--- src/design/assert_macros.svh ---
// ----------------------------------------------------------------------------
// assert_macros.svh
// Concurrent assertion helpers. They need clk_i and rst_ni in scope.
// ----------------------------------------------------------------------------
`ifndef ASSERT_MACROS_SVH
`define ASSERT_MACROS_SVH

// Property checked at every clock edge outside reset
`define ASSERT_CLK(lbl, prop, msg) \
  lbl: assert property (@(posedge clk_i) disable iff (!rst_ni) (prop)) else $error(msg);

// Antecedent in one cycle implies consequent in the next
`define ASSERT_NEXT(lbl, ante, cons, msg) \
  lbl: assert property (@(posedge clk_i) disable iff (!rst_ni) (ante) |=> (cons)) \
    else $error(msg);

`endif

--- src/design/cfr_pkg.sv ---
// ----------------------------------------------------------------------------
// cfr_pkg
// Shared types and constants of the checksum frame receiver.
// ----------------------------------------------------------------------------
`default_nettype none

package cfr_pkg;

  // Frame end status codes
  typedef enum logic [1:0] {
    STATUS_OK       = 2'd0,
    STATUS_LEN_ERR  = 2'd1,
    STATUS_HDR_ERR  = 2'd2,
    STATUS_DATA_ERR = 2'd3
  } status_e;

  // Header byte positions
  localparam logic [3:0] PosLenHi     = 4'd0;
  localparam logic [3:0] PosLenCmpLo  = 4'd3;
  localparam logic [3:0] PosHeadCheck = 4'd10;
  localparam logic [3:0] PosDataCheck = 4'd11;
  localparam logic [3:0] HeaderBytes  = 4'd12;

  localparam logic [7:0] ByteMask = 8'hFF;

endpackage

`default_nettype wire

--- src/design/checksum_frame_receiver.sv ---
// ----------------------------------------------------------------------------
// checksum_frame_receiver
// Byte-wise frame receiver: header capture, length complement, header and
// payload checksums, payload pass-through.
// ----------------------------------------------------------------------------
//  channel | signals                         | direction
//  --------+---------------------------------+-----------
//  in      | in_valid_i/in_ready_o, rx_byte  | sink
//  out     | out_valid_o/out_ready_i, fields | source
//
//  One byte per cycle while the output is taken: the frame state updates in
//  the accept cycle, and the result is registered in a single output register.
//  in_ready_o is high while the output register is empty or being drained.
//  Reset clears the frame state to zero and empties the output register.
//  A stalled output holds its item and stops input until it is taken.
// ----------------------------------------------------------------------------
`default_nettype none

module checksum_frame_receiver (
  input  wire logic             clk_i,
  input  wire logic             rst_ni,
  input  wire logic             in_valid_i,
  output logic                  in_ready_o,
  input  wire logic [7:0]       rx_byte_i,
  output logic                  out_valid_o,
  input  wire logic             out_ready_i,
  output logic [7:0]            data_byte_o,
  output logic                  data_valid_o,
  output logic                  frame_end_o,
  output cfr_pkg::status_e      status_o,
  output logic [15:0]           to_address_o,
  output logic [15:0]           from_address_o,
  output logic [15:0]           command_o,
  output logic [15:0]           frame_length_o
);
  import cfr_pkg::*;

  // frame state
  logic [3:0]  hdr_pos_q, hdr_pos_d;
  logic        in_payload_q, in_payload_d;
  logic [15:0] len_q, len_d;
  logic [15:0] len_cmp_q, len_cmp_d;
  logic [15:0] dest_q, dest_d;
  logic [15:0] src_q, src_d;
  logic [15:0] cmd_q, cmd_d;
  logic [7:0]  hdr_sum_q, hdr_sum_d;
  logic [7:0]  dchk_q, dchk_d;
  logic [7:0]  pay_sum_q, pay_sum_d;
  logic [15:0] left_q, left_d;

  // result register
  logic        out_valid_q;
  logic [7:0]  data_byte_q, data_byte_d;
  logic        data_valid_q, data_valid_d;
  logic        frame_end_q, frame_end_d;
  status_e     status_q, status_d;

  logic        in_fire;
  logic [3:0]  pos;
  logic        high;
  logic [15:0] len_sum;

  assign in_ready_o = !out_valid_q || out_ready_i;
  assign in_fire    = in_valid_i && in_ready_o;

  // merge a byte into a 16-bit field: high byte clears the low half
  function automatic logic [15:0] put_byte(logic [15:0] word, logic [7:0] b, logic hi);
    put_byte = hi ? {b, 8'h00} : {word[15:8], b};
  endfunction

  // status at the last byte of a frame
  function automatic status_e final_status(logic [7:0] hsum, logic [7:0] dchk,
                                           logic [7:0] psum);
    logic [7:0] dsum;
    dsum = dchk + psum;
    if (hsum != 8'h00) final_status = STATUS_HDR_ERR;
    else if (dsum != 8'h00) final_status = STATUS_DATA_ERR;
    else final_status = STATUS_OK;
  endfunction

  // next frame state and result for the byte on the input
  always_comb begin
    hdr_pos_d    = hdr_pos_q;
    in_payload_d = in_payload_q;
    len_d        = len_q;
    len_cmp_d    = len_cmp_q;
    dest_d       = dest_q;
    src_d        = src_q;
    cmd_d        = cmd_q;
    hdr_sum_d    = hdr_sum_q;
    dchk_d       = dchk_q;
    pay_sum_d    = pay_sum_q;
    left_d       = left_q;
    data_byte_d  = 8'h00;
    data_valid_d = 1'b0;
    frame_end_d  = 1'b0;
    status_d     = STATUS_OK;
    // parity is taken before the out-of-range wrap
    high         = !hdr_pos_q[0];
    pos          = (hdr_pos_q >= HeaderBytes) ? PosLenHi : hdr_pos_q;
    len_sum      = 16'h0000;

    if (in_payload_q) begin
      data_byte_d  = rx_byte_i;
      data_valid_d = 1'b1;
      pay_sum_d    = (pay_sum_q + rx_byte_i) & ByteMask;
      left_d       = left_q - 16'd1;
      if (left_d == 16'h0000) begin
        frame_end_d  = 1'b1;
        status_d     = final_status(hdr_sum_q, dchk_q, pay_sum_d);
        hdr_pos_d    = 4'd0;
        in_payload_d = 1'b0;
        left_d       = 16'h0000;
      end
    end else begin
      if (pos == PosLenHi) begin
        hdr_sum_d = 8'h00;
        pay_sum_d = 8'h00;
      end
      if (pos <= PosHeadCheck) hdr_sum_d = hdr_sum_d + rx_byte_i;
      case (pos)
        4'd0, 4'd1: len_d     = put_byte(len_q, rx_byte_i, high);
        4'd2, 4'd3: len_cmp_d = put_byte(len_cmp_q, rx_byte_i, high);
        4'd4, 4'd5: dest_d    = put_byte(dest_q, rx_byte_i, high);
        4'd6, 4'd7: src_d     = put_byte(src_q, rx_byte_i, high);
        4'd8, 4'd9: cmd_d     = put_byte(cmd_q, rx_byte_i, high);
        PosDataCheck: dchk_d  = rx_byte_i;
        default: ;
      endcase
      hdr_pos_d = pos + 4'd1;
      len_sum   = len_d + len_cmp_d;
      if (pos == PosLenCmpLo && len_sum != 16'h0000) begin
        // bad length complement ends the frame early
        frame_end_d  = 1'b1;
        status_d     = STATUS_LEN_ERR;
        hdr_pos_d    = 4'd0;
        in_payload_d = 1'b0;
        left_d       = 16'h0000;
      end else if (pos == PosDataCheck) begin
        hdr_pos_d = 4'd0;
        if (len_q == 16'h0000) begin
          frame_end_d  = 1'b1;
          status_d     = final_status(hdr_sum_d, dchk_d, pay_sum_d);
          in_payload_d = 1'b0;
          left_d       = 16'h0000;
        end else begin
          in_payload_d = 1'b1;
          left_d       = len_q;
        end
      end
    end
  end

  // frame state registers
  always_ff @(posedge clk_i or negedge rst_ni) begin
    if (!rst_ni) begin
      hdr_pos_q    <= 4'd0;
      in_payload_q <= 1'b0;
      len_q        <= 16'h0000;
      len_cmp_q    <= 16'h0000;
      dest_q       <= 16'h0000;
      src_q        <= 16'h0000;
      cmd_q        <= 16'h0000;
      hdr_sum_q    <= 8'h00;
      dchk_q       <= 8'h00;
      pay_sum_q    <= 8'h00;
      left_q       <= 16'h0000;
    end else if (in_fire) begin
      hdr_pos_q    <= hdr_pos_d;
      in_payload_q <= in_payload_d;
      len_q        <= len_d;
      len_cmp_q    <= len_cmp_d;
      dest_q       <= dest_d;
      src_q        <= src_d;
      cmd_q        <= cmd_d;
      hdr_sum_q    <= hdr_sum_d;
      dchk_q       <= dchk_d;
      pay_sum_q    <= pay_sum_d;
      left_q       <= left_d;
    end
  end

  // output valid
  always_ff @(posedge clk_i or negedge rst_ni) begin
    if (!rst_ni) begin
      out_valid_q <= 1'b0;
    end else if (in_ready_o) begin
      out_valid_q <= in_valid_i;
    end
  end

  // output payload; header fields read back from the state registers
  always_ff @(posedge clk_i) begin
    if (in_fire) begin
      data_byte_q  <= data_byte_d;
      data_valid_q <= data_valid_d;
      frame_end_q  <= frame_end_d;
      status_q     <= status_d;
    end
  end

  assign out_valid_o    = out_valid_q;
  assign data_byte_o    = data_byte_q;
  assign data_valid_o   = data_valid_q;
  assign frame_end_o    = frame_end_q;
  assign status_o       = status_q;
  assign to_address_o   = dest_q;
  assign from_address_o = src_q;
  assign command_o      = cmd_q;
  assign frame_length_o = len_q;

  // checks
`include "assert_macros.svh"
  `ASSERT_CLK(a_status_only_at_end, out_valid_o && !frame_end_o |-> status_o == STATUS_OK, "status set without frame end")
  `ASSERT_CLK(a_payload_has_bytes, in_payload_q |-> left_q != 16'h0000, "payload with no bytes left")
  `ASSERT_CLK(a_hdr_pos_range, !in_payload_q |-> hdr_pos_q <= PosDataCheck, "header position out of range")
  `ASSERT_NEXT(a_pass_through, in_fire && in_payload_q, out_valid_o && data_valid_o && data_byte_o == $past(rx_byte_i), "payload byte not passed")

endmodule

`default_nettype wire
--- config.mk ---
export PLATFORM = sky130hd
export DESIGN_NAME = checksum_frame_receiver
export DESIGN_NICKNAME = d
export VERILOG_FILES = /design/src/design/cfr_pkg.sv /design/src/design/checksum_frame_receiver.sv
export VERILOG_INCLUDE_DIRS = /design/src /design/src/design
export SDC_FILE = /design/constraint.sdc
export NUM_CORES = 1
export LEC_CHECK = 0
export ABC_AREA = 1
export BUFFER_PORTS_ARGS = -buffer_cell sky130_fd_sc_hd__buf_2
export CAP_MARGIN = 20
export CORE_MARGIN = 2
export CORE_UTILIZATION = 56
export CTS_CLUSTER_DIAMETER = 40
export DETAILED_ROUTE_END_ITERATION = 10
export PLACE_DENSITY_LB_ADDON = 0.2
export SLEW_MARGIN = 20
export SYNTH_ARGS = -nofsm -noshare
export SYNTH_HDL_FRONTEND = slang
export SYNTH_SLANG_ARGS = --single-unit
--- constraint.sdc ---
create_clock -name clk_i -period 5.7 [get_ports clk_i]
set_clock_uncertainty 0.05 [all_clocks]
set_input_delay 1.14 -clock clk_i [delete_from_list [all_inputs] [get_ports clk_i]]
set_output_delay 1.14 -clock clk_i [all_outputs]
set_load 0.01 [all_outputs]
==> results.py, run 1 <==
metrics = {
    "clock_tree": {
        "cts_resized": 0,
        "cts_tree": "done",
        "numCtsBuffers": 17,
        "numClockSinks": 138,
        "cts.clk_slew.worst_paths_ns": 0.06,
        "clockBufferDepth": 2,
        "cts_post_setup_buffers_inserted": 0,
        "htreeDepth": 4,
        "cts_root_buf": "clkbuf_16",
        "cts-hold-fix-buffers": 0,
        "clk_latency_ns": 0.43,
    },
    "global_route": {
        "antenna_found_initial": 0,
        "grt_pass1_wl_um": 40650,
        "grt_max_degree": 63,
        "grt_pass1_vias": 7958,
        "grt_remaining_overflow": 0,
        "grt_usage": 0.2903,
    },
    "timing": {
        "tightest_slew_ns": 0.7841,
        "setup_tns_ns": 0,
        "min_period_ns": 5.147,
        "relSlewSlack": 0.4773,
        "finalHoldViolCount": 0,
        "period_share": 0.9030,
        "slew_viol_final": 0,
        "timing.final.setup_violations": 0,
        "fmax_ghz": 0.1943,
        "rsz0062_at_grt": "false",
    },
    "pwr": {
        "cell_internal_pwr_mw": 3.513,
        "p_seq_frac": 0.232,
        "worst_ir_drop_vdd_mv": 0.7779,
        "power.share.switching": 0.4985,
        "power_switching_mw": 3.492,
        "power_per_cell_area_nw_per_um2": 672.2,
        "comb_power_share": 0.607,
        "clkPwrFrac": 0.160,
        "power_mw": 7.006,
        "leakage_nw": 5.747,
    },
    "layout": {
        "drive_above_1_share": 0.1067,
        "final_cells": 1613,
        "nets": 1454,
        "multi_input_area_um2": 4810,
        "area_growth_pct": 12.69,
        "num-fill-cells": 1470,
        "final_cell_mix": "nand2_1, inv_1, o21ai_0",
        "layout_commonest_cell": "nand2_1",
        "antenna-diode-count": 0,
        "seqCellArea_um2": 3513,
    },
    "synth": {
        "ys.flop_type": "dfrtp_1",
        "ys_warn_count": 0,
        "mappedNetlistArea_um2": 9249,
        "synthMuxAreaShare": 0,
        "synth-simple-area-share": 0.2949,
        "synth_compound_area_frac": 0.1174,
        "synth-async-reset-ratio": 0.9130,
        "yosysSeqAreaShare": 0.3799,
        "synth-edff-count": 12,
        "synthAdderAreaFrac": 0.08252,
        "netlist_instances": 1307,
        "syn_area_per_cell_um2": 7.076,
        "synth_top_family_by_area": "simple AND/OR/NAND/NOR gates",
        "ys_seq_elements": 138,
        "synth_cell_type_count": 48,
        "synth_nets": 1377,
        "synth-xor-area-share": 0.02462,
    },
    "die": {
        "rows": 46,
        "die_w_um": 132.5,
        "pin_count": 90,
        "coreArea_um2": 16000,
        "die_y_um": 132.5,
        "die_area_um2": 17560,
        "initial_core_util": 0.5780,
    },
    "placement": {
        "placed_cells": 1581,
        "io_buffers": 89,
        "hpwl_um": 18180,
        "gp_congestion": 0.9103,
    },
    "routing": {
        "dr_total_vias": 8827,
        "drc_errors": 0,
        "drtPass1Iterations": 5,
        "antenna_left": 0,
        "routed_wl_um": 24930,
        "viasPerCell": 5.472,
        "drt-initial-drc-count": 773,
        "avgRoutedWirePerCell_um": 15.45,
    },
    "critical_path": {
        "path_max_fanout": 20,
        "worstSetupPathType": "reg -> reg",
        "cp.arrival_ns": 5.42,
        "endpoint_kind": "register",
        "crit_path_start_kind": "register",
        "critPathRequiredTime_ns": 5.98,
    },
    "run": {
        "cap_violations": 0,
    },
    "worst_hold_path": {
        "hp-class": "reg -> reg",
    },
    "outcome": {
        "status": "complete, no violations",
    },
}
## layer usage
metal | share of wire | vias to the layer above | track usage
li1 | - | 4340 | -
met1 | 0.44 | 4095 | 0.4051
met3 | 0.085 | 48 | 0.05670
met2 | 0.45 | 344 | 0.4545
met4 | 0.023 | 0 | 0.09976
met5 | 0 | - | 0
## cells by family (layout without fill, tap and decap cells)
| family | Yosys count | count (layout) |
|---|---|---|
| adders and majority gates | 58 | 58 |
| AOI/OAI and AO/OA | 200 | 200 |
| and+or+nand+nor | 652 | 652 |
| buffers and inverters | 233 | 323 |
| xor gates and xnor gates | 26 | 26 |
| DFF | 138 | 138 |
## stage by stage
| stage | setup slack, ns | util | hold WS [ns] | instance area, µm² |
|---|---|---|---|---|
| after global placement | 0.8348 | 0.6142 | 0.4105 | 9828 |
| after floorplan | 1.628 | - | 0.3988 | 9249 |
| after CTS | 0.6730 | 0.6514 | 0.4329 | 10420 |
| after global routing | 0.1386 | 0.6514 | 0.4529 | 10420 |
| final | 0.5530 | 0.6514 | 0.4267 | 10420 |
| after detailed placement | 0.7421 | 0.6142 | 0.4175 | 9828 |
## area by class of cell
class / instances / share of cell area
clock buffer: 20 / 0.04394
sequential: 138 / 0.3371
multi-input combinational: 936 / 0.4615
inverter: 195 / 0.07047
timing repair buffer: 96 / 0.04802
tap: 216 / 0.02593
clock inverter: 12 / 0.01309
## critical path: stages (launching register included)
cell	delay, ns
dfrtp_1	0.39
ha_1	0.23
or2_2	0.34
inv_1	0.12
ha_1	0.25
nand2_1	0.11
nand2_1	0.51
inv_1	0.29
o22ai_1	0.25
inv_1	0.07
ha_1	0.37
nand2_1	0.14
nor2_1	0.24
and2_1	0.16
nand2_1	0.09
nand2_1	0.07
nand2_1	0.05
nand2_1	0.10
nand2_1	0.06
nor2_1	0.09
nand3_1	0.13
nand2_2	0.32
nand3_4	0.15
nand2_4	0.21
inv_4	0.13
nand2_1	0.08
nand2_1	0.05
## power by group through the flow
stage                     registers [mW]  clock network, mW  logic, mW
final                               1.63               1.12       4.25
after floorplan                     1.64                  0       3.13
after global routing                1.67               1.17       4.83
after CTS                           1.62               1.13       4.20
after global placement              1.63                  0       4.10
after detailed placement            1.64                  0       4.16
## cells in the mapped netlist (2+ instances only)
cell type  number  area [µm²]
nand2_1       457        1715
inv_1         193       724.4
o21ai_0       137       685.7
dfrtp_1       126        3153
nand3_1        75       375.4
nor2_1         60       225.2
ha_1           53       663.1
a21oi_1        27       135.1
clkbuf_1       26       97.59
nand4_1        19       118.9
xor2_1         19       166.4
edfxtp_1       12       360.4
o22ai_1        12       75.07
nor3_1          7       35.03
or2_2           7       43.79
xnor2_1         7       61.31
buf_6           6       67.56
a22oi_1         5       37.54
fa_1            5       100.1
nand3b_1        5       37.54
nor4_1          5       31.28
buf_2           4       20.02
nor2_2          4       25.02
o221ai_1        4       35.03
a31oi_1         3       18.77
and2_1          3       18.77
o211ai_1        3       22.52
nand3_2         2       20.02
or2_1           2       12.51
## state kept, by name, summed over array words and instances (netlist names), 8 cells and up
register        cells
from_address_o     16
left_q             16
command_o          16
hdr_sum_q           8
dchk_q              8
frame_length_o     16
to_address_o       16
len_cmp_q          16
pay_sum_q           8
data_byte_o         8
## final timing paths
path	startpoint	to	slack [ns]	cells after the start
max in group asynchronous	rst_ni	hdr_pos_q[3]$_DFFE_PN0P_	3.86	2
min in group asynchronous	rst_ni	from_address_o[13]$_DFFE_PN0P_	0.60	1
min	from_address_o[10]$_DFFE_PN0P_	from_address_o[10]$_DFFE_PN0P_	0.43	2
max	hdr_pos_q[2]$_DFFE_PN0P_	left_q[7]$_DFFE_PN0P_	0.55	26
min reg2reg	from_address_o[10]$_DFFE_PN0P_	from_address_o[10]$_DFFE_PN0P_	0.43	2
max reg2reg	hdr_pos_q[2]$_DFFE_PN0P_	left_q[7]$_DFFE_PN0P_	0.55	26
Power figures use the tool's default switching activity.
==> run 2: changes to the inputs <==
Settings changed: CORE_UTILIZATION 56 to 55.
Clock period 5.7 ns to 4.15 ns, I/O delays scaled along.
==> results.py, run 2 (synthesized netlist as in run 1, its figures left out) <==
metrics = {
    "layout": {
        "layout_commonest_cell": "nand2_1",
        "area_growth_pct": 18.95,
        "final_cell_mix": "nand2_1, inv_1, dfrtp_1",
        "antenna-diode-count": 0,
        "drive_above_1_share": 0.1636,
        "nets": 1493,
        "fin_area_um2": 11000,
        "num-fill-cells": 1461,
    },
    "clock_tree": {
        "cts_tree": "done",
        "htreeDepth": 4,
        "cts_root_buf": "clkbuf_16",
        "clockBufferDepth": 2,
        "cts-hold-fix-buffers": 0,
        "cts.clk_slew.worst_paths_ns": 0.06,
        "numClockSinks": 138,
        "numCtsBuffers": 17,
        "clk_latency_ns": 0.42,
    },
    "routing": {
        "routed_wl_um": 25680,
        "avgRoutedWirePerCell_um": 15.51,
        "viasPerCell": 5.393,
        "drc_errors": 0,
        "drt-initial-drc-count": 841,
        "antenna_left": 0,
        "drtPass1Iterations": 7,
        "dr_total_vias": 8931,
    },
    "critical_path": {
        "reg2reg_slack_ns": 0.15,
        "cp.arrival_ns": 4.31,
        "cp_slowest_cell": "dfrtp_1",
        "path_max_fanout": 8,
        "critPathRequiredTime_ns": 4.46,
        "worstSetupPathType": "reg -> reg",
        "worst_path_dominant_cell_family": "simple AND/OR/NAND/NOR gates",
        "crit_top_cell": "nand2_1",
        "crit_path_max_incr_delay_ns": 0.37,
        "endpoint_kind": "register",
        "crit_path_start_kind": "register",
        "worst-path-buf-inv": 5,
    },
    "die": {
        "rows": 47,
        "coreArea_um2": 16520,
        "die_y_um": 133.7,
        "die_area_um2": 17870,
        "initial_core_util": 0.5597,
        "pin_count": 90,
        "die_w_um": 133.7,
    },
    "global_route": {
        "grt_remaining_overflow": 0,
        "grt_usage": 0.2900,
        "top_usage_layer": "met2",
        "grt_pass1_wl_um": 41010,
        "met3_usage": 0.04833,
        "antenna_found_initial": 0,
        "grt_use_met2": 0.4556,
        "grt_max_degree": 61,
        "use_met1": 0.4154,
        "grt_pass1_vias": 8088,
    },
    "worst_hold_path": {
        "hp-class": "in -> async",
    },
    "timing": {
        "slew_viol_final": 0,
        "period_share": 0.9641,
        "timing.final.setup_violations": 0,
        "fmax_ghz": 0.2499,
        "min_period_ns": 4.001,
        "finalHoldViolCount": 0,
        "tightest_slew_ns": 0.7210,
        "setup_tns_ns": 0,
        "relSlewSlack": 0.5182,
    },
    "placement": {
        "gp_congestion": 0.9334,
        "placed_area_um2": 10050,
        "io_buffers": 89,
        "hpwl_um": 18710,
    },
    "outcome": {
        "status": "complete, no violations",
    },
    "run": {
        "cap_violations": 0,
    },
    "pwr": {
        "worst_ir_drop_vdd_mv": 0.9152,
        "leakage_nw": 5.973,
        "power_per_cell_area_nw_per_um2": 951.2,
    },
}
[run 2: cell types whose count changed in the layout (fill, tap and decap cells not counted), moves of 5 or more]
cell	previous run	this run
nand2_2	1	7
nor2_2	3	9
ha_1	53	41
o22ai_2	0	5
nor2_1	60	54
inv_1	193	188
o21ai_0	137	124
buf_4	8	43
o22ai_1	12	6
nand2_1	457	449
ha_2	0	8
o21ai_1	1	13
[run 2: layout make-up]
class                           count  area (µm²)  area share
Clock buffer                       18       439.2     0.03992
Clock inverter                     14       183.9     0.01672
Inverter                          195       740.7     0.06733
Multi-Input combinational cell    937        5026      0.4568
Sequential cell                   138        3513      0.3193
Tap cell                          220       275.3     0.02502
Timing Repair Buffer              134       823.3     0.07483
[run 2: worst reg2reg max path, delay by kind of cell (launching register included)]
family / cells / cell delay, ns
fa+ha+maj: 3 / 0.70
simple gates: 17 / 1.75
buf+inv: 5 / 0.52
compound gates: 2 / 0.54
flops: 1 / 0.37
[run 2: repair_timing]
| item | 4_1_cts | 5_1_grt |
|---|---|---|
| setup buffers | 0 | 10 |
| endpoints found under the setup margin | 19 | 23 |
| resized for setup | 7 | 60 |
| pin swaps | 0 | 17 |
| gates cloned | 0 | 2 |
[run 2: stage by stage]
step | setup WS (ns) | hold WS (ns) | utilization | std cells | power (mW)
final | 0.1489 | 0.3668 | 0.6658 | 1656 | 10.46
after global routing | -0.07796 | 0.4072 | 0.6658 | 1656 | 11.46
after floorplan | 0.07798 | 0.3988 | - | 1307 | 6.558
after CTS | 0.01851 | 0.3856 | 0.6469 | 1644 | 9.822
after detailed placement | -0.09551 | 0.4176 | 0.6081 | 1612 | 8.151
after global placement | -0.004630 | 0.4113 | 0.6081 | 1612 | 8.054
[run 2: path summary, 6_finish.rpt]
| path | cells past startpoint | to | from |
|---|---|---|---|
| min reg2reg | 2 | from_address_o[7]$_DFFE_PN0P_ | from_address_o[7]$_DFFE_PN0P_ |
| max in group asynchronous | 2 | frame_length_o[4]$_DFFE_PN0P_ | rst_ni |
| min | 1 | to_address_o[12]$_DFFE_PN0P_ | rst_ni |
| max reg2reg | 27 | left_q[11]$_DFFE_PN0P_ | hdr_pos_q[3]$_DFFE_PN0P_ |
| min in group clk_i | 2 | from_address_o[7]$_DFFE_PN0P_ | from_address_o[7]$_DFFE_PN0P_ |
| max | 27 | left_q[11]$_DFFE_PN0P_ | hdr_pos_q[3]$_DFFE_PN0P_ |
[run 2: report_power, final]
part           leakage, nW  switching [mW]  total [mW]  internal [mW]
clock                0.304           0.625        1.60          0.976
sequential            1.77           0.409        2.26           1.85
combinational         3.89            4.07        6.60           2.53
total                 5.97            5.11        10.5           5.36
[run 2: per-layer routing]
metal / vias up / share of wire
met4: 0 / 0.015
met5: - / 0
met2: 310 / 0.46
met3: 26 / 0.064
met1: 4166 / 0.46
li1: 4429 / -
==> run 3: changes to the inputs <==
Settings changed: CORE_UTILIZATION 55 to 56, CTS_BUF_LIST set to sky130_fd_sc_hd__clkbuf_4.
==> results.py, run 3 (synthesized netlist as in run 1, its figures left out) <==
metrics = {
    "critical_path": {
        "crit_path_max_incr_delay_ns": 0.44,
        "crit_top_cell": "nand2_1",
        "cp_slowest_cell": "dfrtp_1",
        "path_max_fanout": 11,
        "cp.arrival_ns": 4.34,
        "endpoint_kind": "register",
        "reg2reg_slack_ns": 0.23,
        "worstSetupPathType": "reg -> reg",
        "critPathRequiredTime_ns": 4.58,
        "crit_path_start_kind": "register",
    },
    "clock_tree": {
        "numCtsBuffers": 17,
        "clk_latency_ns": 0.54,
        "cts_root_buf": "clkbuf_4",
        "cts_tree": "done",
        "htreeDepth": 4,
        "clockBufferDepth": 2,
        "numClockSinks": 138,
        "cts.clk_slew.worst_paths_ns": 0.13,
        "cts-hold-fix-buffers": 0,
    },
    "global_route": {
        "grt_max_degree": 71,
        "grt_pass1_wl_um": 40850,
        "antenna_found_initial": 1,
        "grt_remaining_overflow": 0,
        "grt_usage": 0.2887,
        "grt_pass1_vias": 8237,
    },
    "layout": {
        "num-fill-cells": 1440,
        "post-route-util": 0.6631,
        "layout_commonest_cell": "nand2_1",
        "area_growth_pct": 14.72,
        "nets": 1478,
        "final_cells": 1638,
        "final_cell_mix": "nand2_1, inv_1, dfrtp_1",
        "drive_above_1_share": 0.1562,
    },
    "routing": {
        "drt-initial-drc-count": 774,
        "routed_wl_um": 24880,
        "viasPerCell": 5.419,
        "drtPass1Iterations": 7,
        "drc_errors": 0,
        "antenna_left": 0,
        "avgRoutedWirePerCell_um": 15.19,
        "dr_total_vias": 8877,
    },
    "die": {
        "initial_core_util": 0.5780,
        "die_w_um": 132.5,
        "rows": 46,
        "coreArea_um2": 16000,
        "die_y_um": 132.5,
        "pin_count": 90,
        "die_area_um2": 17560,
    },
    "placement": {
        "placed_cells": 1598,
        "io_buffers": 89,
        "hpwl_um": 18460,
        "gp_congestion": 0.9497,
    },
    "timing": {
        "period_share": 0.9435,
        "timing.final.setup_violations": 0,
        "relSlewSlack": 0.3962,
        "min_period_ns": 3.916,
        "finalHoldViolCount": 0,
        "slew_viol_final": 0,
        "tightest_slew_ns": 0.9057,
        "fmax_ghz": 0.2554,
    },
    "outcome": {
        "status": "complete, no violations",
    },
    "pwr": {
        "worst_ir_drop_vdd_mv": 0.8848,
        "leakage_nw": 5.762,
        "power_per_cell_area_nw_per_um2": 911.7,
    },
    "run": {
        "cap_violations": 0,
    },
    "worst_hold_path": {
        "hp-class": "in -> async",
    },
}
[run 3: final timing paths]
check / depth (start not counted) / to / from
setup / recovery: 25 / left_q[8]$_DFFE_PN0P_ / hdr_pos_q[3]$_DFFE_PN0P_
hold / removal: 1 / from_address_o[14]$_DFFE_PN0P_ / rst_ni
min in group clk_i: 2 / command_o[2]$_DFFE_PN0P_ / command_o[2]$_DFFE_PN0P_
hold reg to reg: 2 / command_o[2]$_DFFE_PN0P_ / command_o[2]$_DFFE_PN0P_
max in group asynchronous: 2 / len_cmp_q[9]$_DFFE_PN0P_ / rst_ni
setup reg to reg: 25 / left_q[8]$_DFFE_PN0P_ / hdr_pos_q[3]$_DFFE_PN0P_
[run 3: area by class of cell]
| cell class | count | area, µm² | share of cell area |
|---|---|---|---|
| Timing Repair Buffer | 119 | 704.4 | 0.06639 |
| Inverter | 195 | 743.2 | 0.07005 |
| Sequential cell | 138 | 3513 | 0.3311 |
| Multi-Input combinational cell | 937 | 5057 | 0.4766 |
| Tap cell | 216 | 270.3 | 0.02547 |
| Clock inverter | 15 | 191.4 | 0.01804 |
| Clock buffer | 17 | 127.6 | 0.01203 |
| Antenna cell | 1 | 2.502 | 0.0002358 |
[run 3: per-layer routing]
metal  share of wire  GRT usage  routed length, µm
met2            0.44     0.4447              11070
met5               0          0                  0
met3           0.088    0.05517               2194
met1            0.44     0.4082              10970
met4           0.026     0.1033                643
[run 3: critical path, delay by kind of cell, from the launching register on]
kind | cells | cell delay, ns
AOI/OAI and AO/OA | 1 | 0.25
DFF | 1 | 0.44
adders and majority gates | 3 | 0.63
buffers and inverters | 4 | 0.51
and+or+nand+nor | 17 | 1.95
[run 3: report_power, final]
| part | switching, mW | internal, mW | total, mW | leakage (nW) |
|---|---|---|---|---|
| combinational | 4.03 | 2.42 | 6.45 | 3.83 |
| clock | 0.544 | 0.431 | 0.975 | 0.161 |
| sequential | 0.399 | 1.85 | 2.25 | 1.77 |
[run 3: per-stage QoR]
| stage | total power [mW] | instance area [µm²] | hold slack, ns | setup TNS, ns | setup slack (ns) |
|---|---|---|---|---|---|
| detailed placement | 8.061 | 9968 | 0.4183 | -3.117 | -0.1910 |
| global route | 10.65 | 10610 | 0.3699 | -0.01158 | -0.01158 |
| global placement | 7.935 | 9968 | 0.4104 | -0.2735 | -0.02075 |
| floorplan | 6.558 | 9249 | 0.3988 | 0 | 0.07798 |
| finish | 9.673 | 10610 | 0.3469 | 0 | 0.2343 |
| CTS | 9.104 | 10340 | 0.3383 | 0 | 0.02325 |
[run 3: repair_timing]
action / CTS / global route
endpoints found under the setup margin: 21 / 23
hold endpoints to repair: 0 / 0
pin swaps: 4 / 15
setup buffers: 4 / 2
resized for setup: 7 / 70
cloned: 0 / 1
